<file path="config.mk">
export PLATFORM = sky130hd
export DESIGN_NAME = ptc_queue
export DESIGN_NICKNAME = d
export VERILOG_FILES = /design/src/sv/ptc_pkg.sv /design/src/sv/ptc_queue.sv
export SDC_FILE = /design/constraint.sdc
export NUM_CORES = 1
export LEC_CHECK = 0
export BUFFER_PORTS_ARGS = -buffer_cell sky130_fd_sc_hd__buf_4
export CAP_MARGIN = 40
export CORE_ASPECT_RATIO = 1.1
export CORE_UTILIZATION = 30
export DETAILED_ROUTE_END_ITERATION = 10
export PLACE_DENSITY = 0.46
export SETUP_SLACK_MARGIN = 0.4
export SYNTH_ARGS = -nofsm -noshare
export SYNTH_HDL_FRONTEND = slang
export SYNTH_SLANG_ARGS = --single-unit
</file>
<file path="constraint.sdc">
create_clock -name clock -period 16.4 [get_ports clock]
set_clock_uncertainty 0.15 [all_clocks]
set_input_delay 4.92 -clock clock [delete_from_list [all_inputs] [get_ports clock]]
set_output_delay 4.92 -clock clock [all_outputs]
set_load 0.02 [all_outputs]
</file>
<file path="src/sv/ptc_pkg.sv">
`timescale 1ns / 1ps
`default_nettype none
// ----------------------------------------------------------------------------
// ptc_pkg
// Shared types and constants for the pressure/temperature compensation core.
// ----------------------------------------------------------------------------
package ptc_pkg;

   localparam int CalCount = 6;
   localparam int CsrIdxW  = 3;
   localparam int RawW     = 24;
   localparam int CalW     = 16;
   localparam int TempW    = 19;
   localparam int PresW    = 32;
   localparam int QueueDepth = 2;
   localparam int QueuePtrW  = 1;

   localparam logic [CsrIdxW-1:0] CSR_C1 = 3'd0;
   localparam logic [CsrIdxW-1:0] CSR_C2 = 3'd1;
   localparam logic [CsrIdxW-1:0] CSR_C3 = 3'd2;
   localparam logic [CsrIdxW-1:0] CSR_C4 = 3'd3;
   localparam logic [CsrIdxW-1:0] CSR_C5 = 3'd4;
   localparam logic [CsrIdxW-1:0] CSR_C6 = 3'd5;

   typedef enum logic [1:0] {
      BAND_HIGH    = 2'd0,
      BAND_LOW     = 2'd1,
      BAND_VERYLOW = 2'd2
   } band_type;

   // Beat handed from the front end to the back end.
   typedef struct packed {
      logic signed [25:0] dt;
      logic signed [31:0] temp;
      logic signed [63:0] sens;
      logic signed [63:0] off;
      logic [RawW-1:0]    d1;
      band_type           band;
   } work_type;

   typedef struct packed {
      logic [CalW-1:0] c1;
      logic [CalW-1:0] c2;
      logic [CalW-1:0] c3;
      logic [CalW-1:0] c4;
      logic [CalW-1:0] c5;
      logic [CalW-1:0] c6;
   } cal_type;

   typedef enum logic [5:0] {
      ST_IDLE = 6'b000001,
      ST_SQ   = 6'b000010,
      ST_CORR = 6'b000100,
      ST_MUL  = 6'b001000,
      ST_DIV  = 6'b010000,
      ST_PRES = 6'b100000
   } back_state_type;

endpackage
`default_nettype wire

</file>
<file path="src/sv/ptc_queue.sv">
`timescale 1ns / 1ps
`default_nettype none
// ----------------------------------------------------------------------------
// ptc_queue
// Short FIFO between the front and back ends.
// ----------------------------------------------------------------------------
module ptc_queue (
   input  wire logic              clock,
   input  wire logic              reset,
   input  wire logic              push,
   input  wire ptc_pkg::work_type push_data,
   input  wire logic              pop,
   output logic                   not_empty,
   output ptc_pkg::work_type      head
);
   import ptc_pkg::*;

   work_type              mem_ff [QueueDepth];
   logic [QueuePtrW-1:0]  wr_ff, rd_ff, wr_in, rd_in;
   logic [QueuePtrW:0]    cnt_ff, cnt_in;

   assign wr_in  = push ? wr_ff + 1'b1 : wr_ff;
   assign rd_in  = pop ? rd_ff + 1'b1 : rd_ff;
   assign cnt_in = cnt_ff + (QueuePtrW+1)'(push) - (QueuePtrW+1)'(pop);

   always_ff @(posedge clock) begin
      if (reset) begin
         wr_ff  <= '0;
         rd_ff  <= '0;
         cnt_ff <= '0;
      end else begin
         wr_ff  <= wr_in;
         rd_ff  <= rd_in;
         cnt_ff <= cnt_in;
      end
      if (push) mem_ff[wr_ff] <= push_data;
   end

   assign not_empty = (cnt_ff != '0);
   assign head      = mem_ff[rd_ff];
endmodule
`default_nettype wire

</file>
### After elaboration in Yosys (flattened, before gate mapping)

Memories as Yosys holds them, arrays and structs flattened. A register that Yosys moved wholly into a read port is not among the register bits.
Cells that the tools add are included.
W data, S select, Z words.

| storage, ports and cells | value |
|---|---|
| register bits | 4 |
| memory bits (writable) | 424 |
| input port bits | 216 |
| output and inout port bits | 213 |
| logic and storage cells | 13 |
| memories kept | 1 |

Memories:

| memory | words | bits a word | read ports | clocked after memory_dff | write ports | line | text |
|---|---|---|---|---|---|---|---|
| mem_ff | 2 | 212 | 1 | 1 | 1 | ptc_queue.sv:18 | `work_type mem_ff [QueueDepth];` |

| cells by class | value |
|---|---|
| add/subtract/negate cells | 4 |
| multiplexer cells | 4 |
| reduce and logical (&&, ||, !) cells | 1 |

Operator list:

| kind | number |
|---|---|
| $mux W1 | 4 |
| $add A1 B1 Y1 const B | 2 |
| $add A2 B1 Y2 | 1 |
| $reduce_bool A2 Y1 | 1 |
| $sub A2 B1 Y2 | 1 |

### Longest topological paths before layout

| depth | value |
|---|---|
| depth after elaboration | 3 |
| depth in mapped cells | 6 |
| mapped depth without buffers | 6 |

### Worst setup path after synthesis

OpenSTA, ideal clock, no wires.

| timing path | value |
|---|---|
| path kind | input -> register |
| start point | input port push |
| end point | memory mem_ff[0][0] (netlist name), enable pin |
| library setup time | 0.813 ns |
| arrival time | 14.056 ns |
| data required time | 15.437 ns |
| slack | 1.380 ns |
| stages | 1 |
| path through | nor2b_1 |

| between the ends | value |
|---|---|
| longest elaborated chain between the ends | 2 |

RTL lines:

| what | line | text |
|---|---|---|
| from (decl) | ptc_queue.sv:10 | `input wire logic push,` |
| $mux W1 | ptc_queue.sv:36 | `if (push) mem_ff[wr_ff] <= push_data;` |
| $mux W1 (implied by the code) | ptc_queue.sv:36 |  |
| to (decl) | ptc_queue.sv:18 |  |

Every way passes these cells.

==> flow_summary_export.csv <==
group,metric,value,unit
drt,route.detailed.drc,0,
clocking,cts_tree,"built",
floorplan,io_pins,429,
critical_path,worstSetupEndpointType,"output port",
sta,post-route-period-util,0.494,
placement,portBuffers,428,
clocking,clk_latency,560,ps
sta,tns,0,ps
floorplan,die_w,225,um
critical_path,cp.required,11330,ps
clocking,htree_levels,2,
drt,met3WireLength,3900,um
drt,viasPerCell,4.10,
sta,finalSetupViolations,0,
synthesis,ys_types,15,
final_layout,nNetsFinal,1367,
sta,drv_slew,0,
final_layout,areaGrowthSynthToFinish,33.4,%
synthesis,syn_area_per_cell,24.1,sq um
placement,hpwl,24000,um
drt,drtIter0Drc,294,
final_layout,diodes,0,
critical_path,crit_chain,"buf_4 > buf_16 > buf_12 > mux2_2 > buf_4",
global_routing,grt_pass1_wl,51500,um
critical_path,critPathSlowestCell,"dfxtp_4",
floorplan,die_area,55500,sq um
critical_path,cp-start-kind,"flop",
hold_path,hp-class,"reg2reg",
global_routing,overflow,0,
floorplan,rows,89,
critical_path,worst_ep_arrival_time,3040,ps
synthesis,synthCells,680,
global_routing,grt_max_degree,98,
run,max_cap_violations,0,
drt,wl_per_cell,18.7,um
outcome,status,"finished clean",
final_layout,postLayoutCoreUtil,0.406,
synthesis,ys_seq_area_frac,0.785,
sta,rsz0062_at_grt,"no",
clocking,clock-sinks,429,
power_and_ir_drop,p_leak,8.43,nW
sta,hold_violations,0,
clocking,clk_pin_slew,60,ps
sta,tightest_slew,918,ps
clocking,post_cts_resized,0,
floorplan,core-area,53800,sq um
drt,drt_pass1_iterations,4,
floorplan,start_util,0.304,
sta,finalCriticalPeriod,8110,ps
synthesis,synth_fp_nets,898,
critical_path,slowest_delay,520,ps
critical_path,worst-path-max-fanout,97,
final_layout,final_common_cell,"buf_4",
power_and_ir_drop,ir_worst_vdd,0.0764,mV
clocking,cts_root_buf,"clkbuf_16",
drt,highest_layer,"met5",
drt,dr_wl_met2,17700,um
drt,antenna_left,0,
floorplan,die_y,247,um
synthesis,ys_ff_latch,429,
clocking,cts_setup_buffers,0,
clocking,numCtsBuffers,47,
global_routing,antenna_found_initial,2,
global_routing,grt_pass1_vias,8369,
placement,gp_congestion,0.679,
critical_path,crit_type,"reg2out",
sta,max_freq,0.123,GHz
power_and_ir_drop,p_per_area,123,nW/um^2
clocking,cts_max_path_buffers,3,
global_routing,track_usage,0.125,
critical_path,cp_common_cell,"buf_4",
synthesis,synth_warnings,0,
final_layout,drive_gt1_frac,0.610,
drt,vias,7844,
sta,max-slew-margin-rel,0.388,
final_layout,mostFrequentLayoutCells,"buf_4, edfxtp_1, mux2_4, clkbuf_16, mux2_2",
clocking,hold_buffers,0,
drt,wirelength,35900,um
synthesis,syn_area,16400,sq um
drt,wl_met1,13500,um
==> state kept, by name, summed over array words and instances, names as in the netlist, named ones only <==
signal  cells
cnt_ff      2
wr_ff       1
rd_ff       1
mem_ff    424
==> routing by layer <==
metal,vias to the layer above,global-route usage
met4,4,0.0386
met3,55,0.0644
met2,267,0.209
met1,3871,0.138
met5,-,0
li1,3647,-
==> path summary, 6_finish.rpt <==
path                            start        endpoint  slack [ps]  cells past startpoint
worst min-delay path            rd_ff           rd_ff         370                      2
worst max-delay path             flop       head[202]        8290                      5
worst max register to register  wr_ff  mem_ff[1][193]       13510                      4
worst min register to register  rd_ff           rd_ff         370                      2
==> metrics by stage <==
stage	instances	area, sq um	setup WS (ps)	hold WS, ps	power, W
after floorplan	680	16400	1380	330	0.00158
after global routing	1914	21800	8130	412	0.00278
after CTS	1914	21800	8220	378	0.00272
after global placement	1821	20200	8130	345	0.00173
final	1914	21800	8290	369	0.00268
after detailed placement	1828	20400	8770	361	0.00174
==> final cells by class <==
cell class / instances / area [sq um]
clock inverter: 25 / 174
fill: 4935 / 32000
timing repair buffer: 444 / 3490
inverter: 2 / 7.51
tap: 728 / 911
sequential: 429 / 12800
multi-input combinational: 225 / 3180
clock buffer: 61 / 1230
==> cell families (layout without fill, tap and decap cells) <==
| kind of cell | count (synthesis) | count (layout) | synth area share |
|---|---|---|---|
| XOR/XNOR | 3 | 3 | 0.00245 |
| buffers and inverters | 26 | 532 | 0.0217 |
| AND/OR/NAND/NOR | 8 | 8 | 0.00245 |
| multiplexers | 212 | 212 | 0.187 |
| adder cells (fa/ha/maj) | 2 | 2 | 0.00153 |
| flip-flops | 429 | 429 | 0.785 |
==> power by group <==
part / total, W / switching, W / leakage, nW / internal [W]
clock network: 0.000973 / 0.000414 / 0.688 / 0.000559
logic: 0.000407 / 0.000203 / 3.72 / 0.000204
registers: 0.00130 / 0.0000157 / 4.02 / 0.00128
==> critical path, delay by kind of cell (launching register included) <==
| family | cells | cell delay, ps |
|---|---|---|
| buffers and inverters | 4 | 1270 |
| flip-flops | 1 | 520 |
| multiplexers | 1 | 410 |
==> cell usage after synthesis (all sizes together) <==
cell	count	share of area
and2	1	0.00038
buf	24	0.021
dfxtp	5	0.0061
edfxtp	424	0.78
ha	2	0.0015
inv	2	0.00046
mux2	212	0.19
nor2	4	0.00092
nor2b	2	0.00076
or2	1	0.00038
xnor2	2	0.0011
xnor3	1	0.0014
Power figures use the tool's default switching activity.
