`src/sv/ptc_pkg.sv`:
```
`timescale 1ns / 1ps
`default_nettype none
// ----------------------------------------------------------------------------
// ptc_pkg
// Shared types and constants for the pressure/temperature compensation core.
// ----------------------------------------------------------------------------
package ptc_pkg;

   localparam int CalCount = 6;
   localparam int CsrIdxW  = 3;
   localparam int RawW     = 24;
   localparam int CalW     = 16;
   localparam int TempW    = 19;
   localparam int PresW    = 32;
   localparam int QueueDepth = 2;
   localparam int QueuePtrW  = 1;

   localparam logic [CsrIdxW-1:0] CSR_C1 = 3'd0;
   localparam logic [CsrIdxW-1:0] CSR_C2 = 3'd1;
   localparam logic [CsrIdxW-1:0] CSR_C3 = 3'd2;
   localparam logic [CsrIdxW-1:0] CSR_C4 = 3'd3;
   localparam logic [CsrIdxW-1:0] CSR_C5 = 3'd4;
   localparam logic [CsrIdxW-1:0] CSR_C6 = 3'd5;

   typedef enum logic [1:0] {
      BAND_HIGH    = 2'd0,
      BAND_LOW     = 2'd1,
      BAND_VERYLOW = 2'd2
   } band_type;

   // Beat handed from the front end to the back end.
   typedef struct packed {
      logic signed [25:0] dt;
      logic signed [31:0] temp;
      logic signed [63:0] sens;
      logic signed [63:0] off;
      logic [RawW-1:0]    d1;
      band_type           band;
   } work_type;

   typedef struct packed {
      logic [CalW-1:0] c1;
      logic [CalW-1:0] c2;
      logic [CalW-1:0] c3;
      logic [CalW-1:0] c4;
      logic [CalW-1:0] c5;
      logic [CalW-1:0] c6;
   } cal_type;

   typedef enum logic [5:0] {
      ST_IDLE = 6'b000001,
      ST_SQ   = 6'b000010,
      ST_CORR = 6'b000100,
      ST_MUL  = 6'b001000,
      ST_DIV  = 6'b010000,
      ST_PRES = 6'b100000
   } back_state_type;

endpackage
`default_nettype wire

```
`src/sv/ptc_front.sv`:
```
`timescale 1ns / 1ps
`default_nettype none
// ----------------------------------------------------------------------------
// ptc_front
// Front end: first-order dT, TEMP, SENS, OFF and band selection, pipelined.
// ----------------------------------------------------------------------------
module ptc_front (
   input  wire logic                     clock,
   input  wire logic                     reset,
   input  wire logic                     in_valid,
   input  wire logic [ptc_pkg::RawW-1:0] d1,
   input  wire logic [ptc_pkg::RawW-1:0] d2,
   input  wire ptc_pkg::cal_type         cal,
   output logic                          out_valid,
   output ptc_pkg::work_type             out_work
);
   import ptc_pkg::*;

   logic               v1_ff, v2_ff, v3_ff;
   logic               v1_in, v2_in, v3_in;
   logic signed [25:0] dt1_ff, dt2_ff, dt3_ff;
   logic [RawW-1:0]    d1a_ff, d1b_ff, d1c_ff;
   logic signed [42:0] p6_ff, p3_ff, p4_ff;
   logic signed [31:0] temp3_ff;
   logic signed [63:0] sens3_ff, off3_ff;
   logic signed [42:0] p6, p3, p4;
   logic signed [42:0] q6, q3, q4;
   logic signed [31:0] temp_c;
   logic signed [63:0] sens_c, off_c;

   assign v1_in = in_valid;
   assign v2_in = v1_ff;
   assign v3_in = v2_ff;

   assign p6 = dt1_ff * $signed({1'b0, cal.c6});
   assign p3 = dt1_ff * $signed({1'b0, cal.c3});
   assign p4 = dt1_ff * $signed({1'b0, cal.c4});

   // truncate toward zero: bias negatives before the shift
   assign q6 = (p6_ff + (p6_ff[42] ? 43'sd8388607 : 43'sd0)) >>> 23;
   assign q3 = (p3_ff + (p3_ff[42] ? 43'sd255 : 43'sd0)) >>> 8;
   assign q4 = (p4_ff + (p4_ff[42] ? 43'sd127 : 43'sd0)) >>> 7;

   assign temp_c = 32'sd2000 + 32'(q6);
   assign sens_c = $signed({33'd0, cal.c1, 15'd0} >> 0) + 64'(q3);
   assign off_c  = $signed({32'd0, cal.c2, 16'd0} >> 0) + 64'(q4);

   always_ff @(posedge clock) begin
      if (reset) begin
         v1_ff <= 1'b0;
         v2_ff <= 1'b0;
         v3_ff <= 1'b0;
      end else begin
         v1_ff <= v1_in;
         v2_ff <= v2_in;
         v3_ff <= v3_in;
      end
      dt1_ff   <= $signed({2'b00, d2}) - $signed({2'b00, cal.c5, 8'd0});
      d1a_ff   <= d1;
      dt2_ff   <= dt1_ff;
      d1b_ff   <= d1a_ff;
      p6_ff    <= p6;
      p3_ff    <= p3;
      p4_ff    <= p4;
      dt3_ff   <= dt2_ff;
      d1c_ff   <= d1b_ff;
      temp3_ff <= temp_c;
      sens3_ff <= sens_c;
      off3_ff  <= off_c;
   end

   assign out_valid     = v3_ff;
   assign out_work.dt   = dt3_ff;
   assign out_work.temp = temp3_ff;
   assign out_work.sens = sens3_ff;
   assign out_work.off  = off3_ff;
   assign out_work.d1   = d1c_ff;
   assign out_work.band = (temp3_ff < -32'sd1500) ? BAND_VERYLOW :
                          (temp3_ff < 32'sd2000)  ? BAND_LOW : BAND_HIGH;
endmodule
`default_nettype wire

```
`config.mk`:
```
export PLATFORM = sky130hd
export DESIGN_NAME = ptc_front
export DESIGN_NICKNAME = d
export VERILOG_FILES = /design/src/sv/ptc_pkg.sv /design/src/sv/ptc_front.sv
export SDC_FILE = /design/constraint.sdc
export NUM_CORES = 2
export LEC_CHECK = 0
export BUFFER_PORTS_ARGS = -buffer_cell sky130_fd_sc_hd__buf_2
export CORE_MARGIN = 2
export CORE_UTILIZATION = 50
export DETAILED_ROUTE_END_ITERATION = 12
export GPL_TIMING_DRIVEN = 0
export PLACE_DENSITY_LB_ADDON = 0.08
export SLEW_MARGIN = 0
export SYNTH_ARGS = -nofsm -noshare
export SYNTH_HDL_FRONTEND = slang
export SYNTH_SLANG_ARGS = --single-unit
```
`constraint.sdc`:
```
create_clock -name clock -period 15.21 [get_ports clock]
set_input_delay 1.521 -clock clock [delete_from_list [all_inputs] [get_ports clock]]
set_output_delay 1.521 -clock clock [all_outputs]
set_load 0.005 [all_outputs]
```
After elaboration in Yosys (flattened, before gate mapping)

Index checks and enable logic that the tools add are counted.

Add/subtract/negate cells: 7
$mul: 3
$lt $le $gt $ge: 2
Mux-type cells: 5

Operator list:

| cell                                                         | number |
|---|---|
| multiplier 25 x 17 -> 42 bit                                 | 3 |
| adder 43 x 24 -> 43 bit                                      | 1 |
| adder 43 x 8 -> 43 bit                                       | 1 |
| adder 43 x 9 -> 43 bit                                       | 1 |
| less-than comparator 21 x 12 -> 1 bit, second input constant | 2 |
| adder 33 x 36 -> 37 bit                                      | 1 |
| adder 32 x 35 -> 36 bit                                      | 1 |
| subtractor 24 x 24 -> 25 bit                                 | 1 |
| two-way mux 23 bit                                           | 1 |
| adder 12 x 20 -> 21 bit, first input constant                | 1 |
| two-way mux 8 bit                                            | 1 |
| two-way mux 7 bit                                            | 1 |
| two-way mux 2 bit                                            | 1 |
| two-way mux 1 bit                                            | 1 |

Output and inout bits: 213
Register bits after elaboration: 373
Logic and storage cells: 32
Bits of input ports: 147

Longest topological paths before layout

Word-level depth: 3
Mapped depth: 26
Depth with buffers taken out: 23

Worst setup path before layout

No wires, ideal clock.

Kind: input to register
Start: input port cal[50] (netlist bit)
End: register p3_ff[41]
Slack: 7.679 ns
Arrival: 7.404 ns
Path buffers: 2
Stages on the path: 23
Library setup time: 0.127 ns
Data required time: 15.083 ns
Cells stage by stage: clkbuf_1 clkbuf_1 nand2_1 fa_1 fa_1 fa_1 fa_1 inv_1 fa_1 inv_1 fa_1 inv_1 ha_1 a21oi_1 o21ai_0 a31o_2 o21ai_1 a311oi_1 o31a_1 o31ai_1 a21oi_1 a221oi_1 xnor2_1

Longest elaborated chain between the ends: 1

RTL lines:

| what                         | RTL line        | text |
|---|---|---|
| start, declared              | ptc_front.sv:13 | `input wire ptc_pkg::cal_type cal,` |
| multiplier 25 x 17 -> 42 bit | ptc_front.sv:36 | `assign p3 = dt1_ff * $signed({1'b0, cal.c3});` |
| named net p3[41]             | ptc_front.sv:26 | `logic signed [42:0] p6, p3, p4;` |
| end signal, assigned         | ptc_front.sv:63 | `p3_ff <= p3;` |
| end, declared                | ptc_front.sv:23 | `logic signed [42:0] p6_ff, p3_ff, p4_ff;` |

The timed path passes the listed nets, and every way through them passes these cells.
A chain may end at the register's enable or synchronous reset.

Final worst setup path

Start: register dt1_ff[7]
End: register p6_ff[40]

Longest elaborated chain between the ends: 1

RTL lines:

| what                         | RTL line        | text |
|---|---|---|
| start, declared              | ptc_front.sv:21 | `logic signed [25:0] dt1_ff, dt2_ff, dt3_ff;` |
| start signal, assigned       | ptc_front.sv:58 | `dt1_ff <= $signed({2'b00, d2}) - $signed({2'b00, cal.c5, 8'd0});` |
| multiplier 25 x 17 -> 42 bit | ptc_front.sv:35 | `assign p6 = dt1_ff * $signed({1'b0, cal.c6});` |
| named net p6[40]             | ptc_front.sv:26 |  |
| end signal, assigned         | ptc_front.sv:62 | `p6_ff <= p6;` |
| end, declared                | ptc_front.sv:23 |  |

The timed path passes the listed nets, and every way through them passes these cells.

==> qor.csv <==
stage,metric,value,unit
clock_tree,H-tree depth,2,
sta,clk_skew,27.28,ps
floorplanning,Die Span X,339.5,um
final_layout,share of post-route cells with drive strength above 1,7.943,%
clock_tree,CTS buffer count,42,
worst_hold_path,Hold Path End,d1b_ff[6],
route,Routed WL per cell,19.49,um
clock_tree,"Clk Latency, worst-skew pair",640,ps
route,via count,41650,
sta,Final Hold Fails,0,
global_routing,GRT Util Overall,28.05,%
synth,Synth top area share,41.82,%
floorplanning,FP Rows,123,
worst_hold_path,min-delay src,d1a_ff[6],
worst_hold_path,Hold WC Path Type,flop to flop,
worst_setup_path,RR Startpoint,dt1_ff[7],
synth,synthesized area,0.05629,sq mm
synth,Yosys warnings,0,
clock_tree,clock sink total,370,
synth,"FF+latch count, synth",370,
worst_setup_path,CP max stage delay,770,ps
global_routing,largest net degree at the start of global routing,30,
synth,Post-Syn Nets,7867,
worst_setup_path,"most used cell, CP",fa_1,
global_routing,number of global-route vias before repair,43190,
final_layout,post-route cell area,0.06140,sq mm
clock_tree,"CTS clk-pin slew, worst paths",60,ps
synth,number of synthesized flops with an enable pin,0,
floorplanning,initial core utilization,50.24,%
clock_tree,Root Buffer,clkbuf_16,
clock_tree,hold buffers post-CTS,0,
worst_setup_path,"Slowest-stage cell, CP",clkbuf_1,
clock_tree,number of setup buffers added after CTS,0,
final_layout,Layout Area Growth over Synthesis,9.082,%
clock_tree,CTS tree,yes,
place,DP HPWL,132100,um
worst_setup_path,Worst Setup End Kind,flop,
global_routing,first-pass GRT wire length,246000,um
synth,Post-Synthesis Cells,6151,
sta,Hold WS,321.9,ps
sta,Tcrit/Tclk final,56.93,%
route,Final ANT Viol Nets,0,
worst_setup_path,Worst EP arrival,9150,ps
final_layout,Fillers,10570,
worst_setup_path,R2R Setup Slk,6550,ps
route,drt total wl,157500,um
place,RePlAce Congestion,0.9454,
run,total of max-cap violations,0,
sta,minimum clock period,8660,ps
sta,Sum Neg Setup Slack,0,ps
synth,largest area contributor in the netlist,fa_1,
synth,Synth area leaders,"fa_1, dfxtp_1, inv_1",
global_routing,grt total ovfl,0,
worst_setup_path,Startpoint Class,flop,
worst_setup_path,worst-path maximum fanout,10,
clock_tree,Max Buffers Root-to-Sink,3,
sta,Final Max Tran Viols,0,
worst_setup_path,crit path cell chain,clkbuf_1 -> clkbuf_1 -> nand2_1 -> fa_1 -> inv_1 -> fa_1 -> inv_1 -> fa_1 -> inv_1 -> fa_1 -> fa_1 -> inv_1 -> fa_1 -> inv_1 -> ha_1 -> and3_1 -> nand4_1 -> a211o_1 -> a21oi_1 -> o221ai_1 -> a2111oi_0 -> o31ai_1 -> nand4b_1 -> o211ai_1,
synth,most frequent cells after synthesis,"inv_1, fa_1, nand2_1, and2_1, ha_1",
floorplanning,core area,0.1120,sq mm
status,status,finished clean,
route,vias per inst,5.153,
sta,Tightest Pin Transition,1397,ps
worst_setup_path,Crit Reg-Reg Endpoint,p6_ff[40],
route,First-pass DRT Iterations,5,
worst_setup_path,Worst R2R Path Depth,24,
route,# DRC,0,
floorplanning,Die Y,339.5,um
clock_tree,cts repair resizes,0,
place,IO Port Bufs,344,
sta,Fmax achieved,115.5,MHz
floorplanning,DIE AREA,0.1153,sq mm
sta,Slew headroom,6.837,%
synth,post-synthesis sequential area ratio,13.16,%
final_layout,nets,8255,
route,DR iter-0 viols,2625,
worst_hold_path,Hold Path Stages,0,
synth,Most used DFF post-synth,dfxtp_1,
synth,async set or reset register ratio after synthesis,0,%
floorplanning,io pins,360,
worst_setup_path,CP Class,flop to flop,
worst_setup_path,critical path required time,15700,ps
sta,unrepaired setup endpoints after global routing,false,
synth,synth unique cells,83,
global_routing,antenna violations before repair,26,
synth,top-count cell post-synth,inv_1,
sta,number of setup violations in the final report,0,
place,placed inst area,0.05989,sq mm
synth,mean post-synth cell area,9.151,sq um
## worst max-delay path by stage
| stage | from | endpoint | slack, ps | depth (start not counted) |
|---|---|---|---|---|
| 3_5_place_dp | cal[2] | p6_ff[40] | 6090 | 22 |
| 5_1_grt | dt1_ff[7] | p6_ff[40] | 6120 | 24 |
| 4_1_cts | dt1_ff[7] | p3_ff[41] | 6640 | 23 |
| 2_1_floorplan | cal[50] | p3_ff[41] | 7680 | 23 |
| 6_report | dt1_ff[7] | p6_ff[40] | 6550 | 24 |
| 3_3_place_gp | cal[2] | p6_ff[40] | 6070 | 22 |
## through the flow
step / util [%] / cells / setup WS [ps]
floorplan: - / 6151 / 7679
detailed placement: 53.45 / 7995 / 6087
finish: 54.81 / 8082 / 6550
global placement: 53.45 / 7995 / 6069
global route: 54.79 / 8073 / 6117
CTS: 54.78 / 8072 / 6637
## critical path: cells and delay by family, from the launching register on
kind	cells	cell delay, ps
AOI/OAI and AO/OA	6	2030
adders and majority gates	7	3390
DFF	1	720
and+or+nand+nor	4	710
buffers and inverters	7	1640
## area by class of cell
cell class              count  area (sq um)  area share, %
clock inverters            29         404.1         0.6582
flip-flops and latches    370          7407          12.06
diodes                     10         25.02        0.04075
repair buffers            344          1722          2.804
well taps                1500          1877          3.057
plain buffers             314          1443          2.349
inverters                1516          5690          9.267
multi-input cells        3951         41750          68.00
clock buffers              48          1084          1.765
## layout by cell type (no fill, tap or decap), types with 13 or more instances in the layout
cell type  synthesis  routed
xor2_1            61      61
nand4_1           27      27
nor2b_1           14      14
a31oi_1           14      14
buf_2              0     344
clkbuf_16          0      42
clkbuf_1         245     249
a21oi_1          126     126
a21boi_0          17      17
nor3_1            50      50
o21a_1            18      18
o21ai_0           70      70
ha_1             393     393
nand3_1           65      65
o21bai_1          15      15
a21o_1            65      65
and3_1            28      28
dfxtp_1          370     370
o211ai_1          13      13
xnor2_1          173     173
fa_1            1176    1176
buf_4             68      68
nor2_1           106     106
and2_1           496     496
nand2_1          835     835
nand2b_1          22      22
inv_1           1516    1516
## sequential cells by signal, summed over array words and instances, names as in the netlist
| signal | count |
|---|---|
| v2_ff | 1 |
| off3_ff | 37 |
| p6_ff | 42 |
| d1a_ff | 24 |
| temp3_ff | 21 |
| dt3_ff | 25 |
| p3_ff | 42 |
| out_valid | 1 |
| p4_ff | 42 |
| d1b_ff | 24 |
| dt1_ff | 25 |
| v1_ff | 1 |
| dt2_ff | 25 |
| sens3_ff | 36 |
| d1c_ff | 24 |
## layer usage
layer  GRT usage (%)  share of wire, %  wire length (um)
met4           10.13               4.3              6805
met5               0              0.12               183
met3           6.468               8.9             13970
met1           36.55                40             63500
met2           45.83                46             73030
## logic make-up after synthesis
kind of cell               synth area share, %
AOI/OAI and AO/OA                        5.270
xor gates and xnor gates                 3.641
adders and majority gates                50.59
buffers and inverters                    12.67
DFF                                      13.16
muxes                                  0.03779
and+or+nand+nor                          14.63
Power is left out: the tool's default activity adds up to more than one toggle a clock period on the data nets, which glitch-free logic cannot reach.
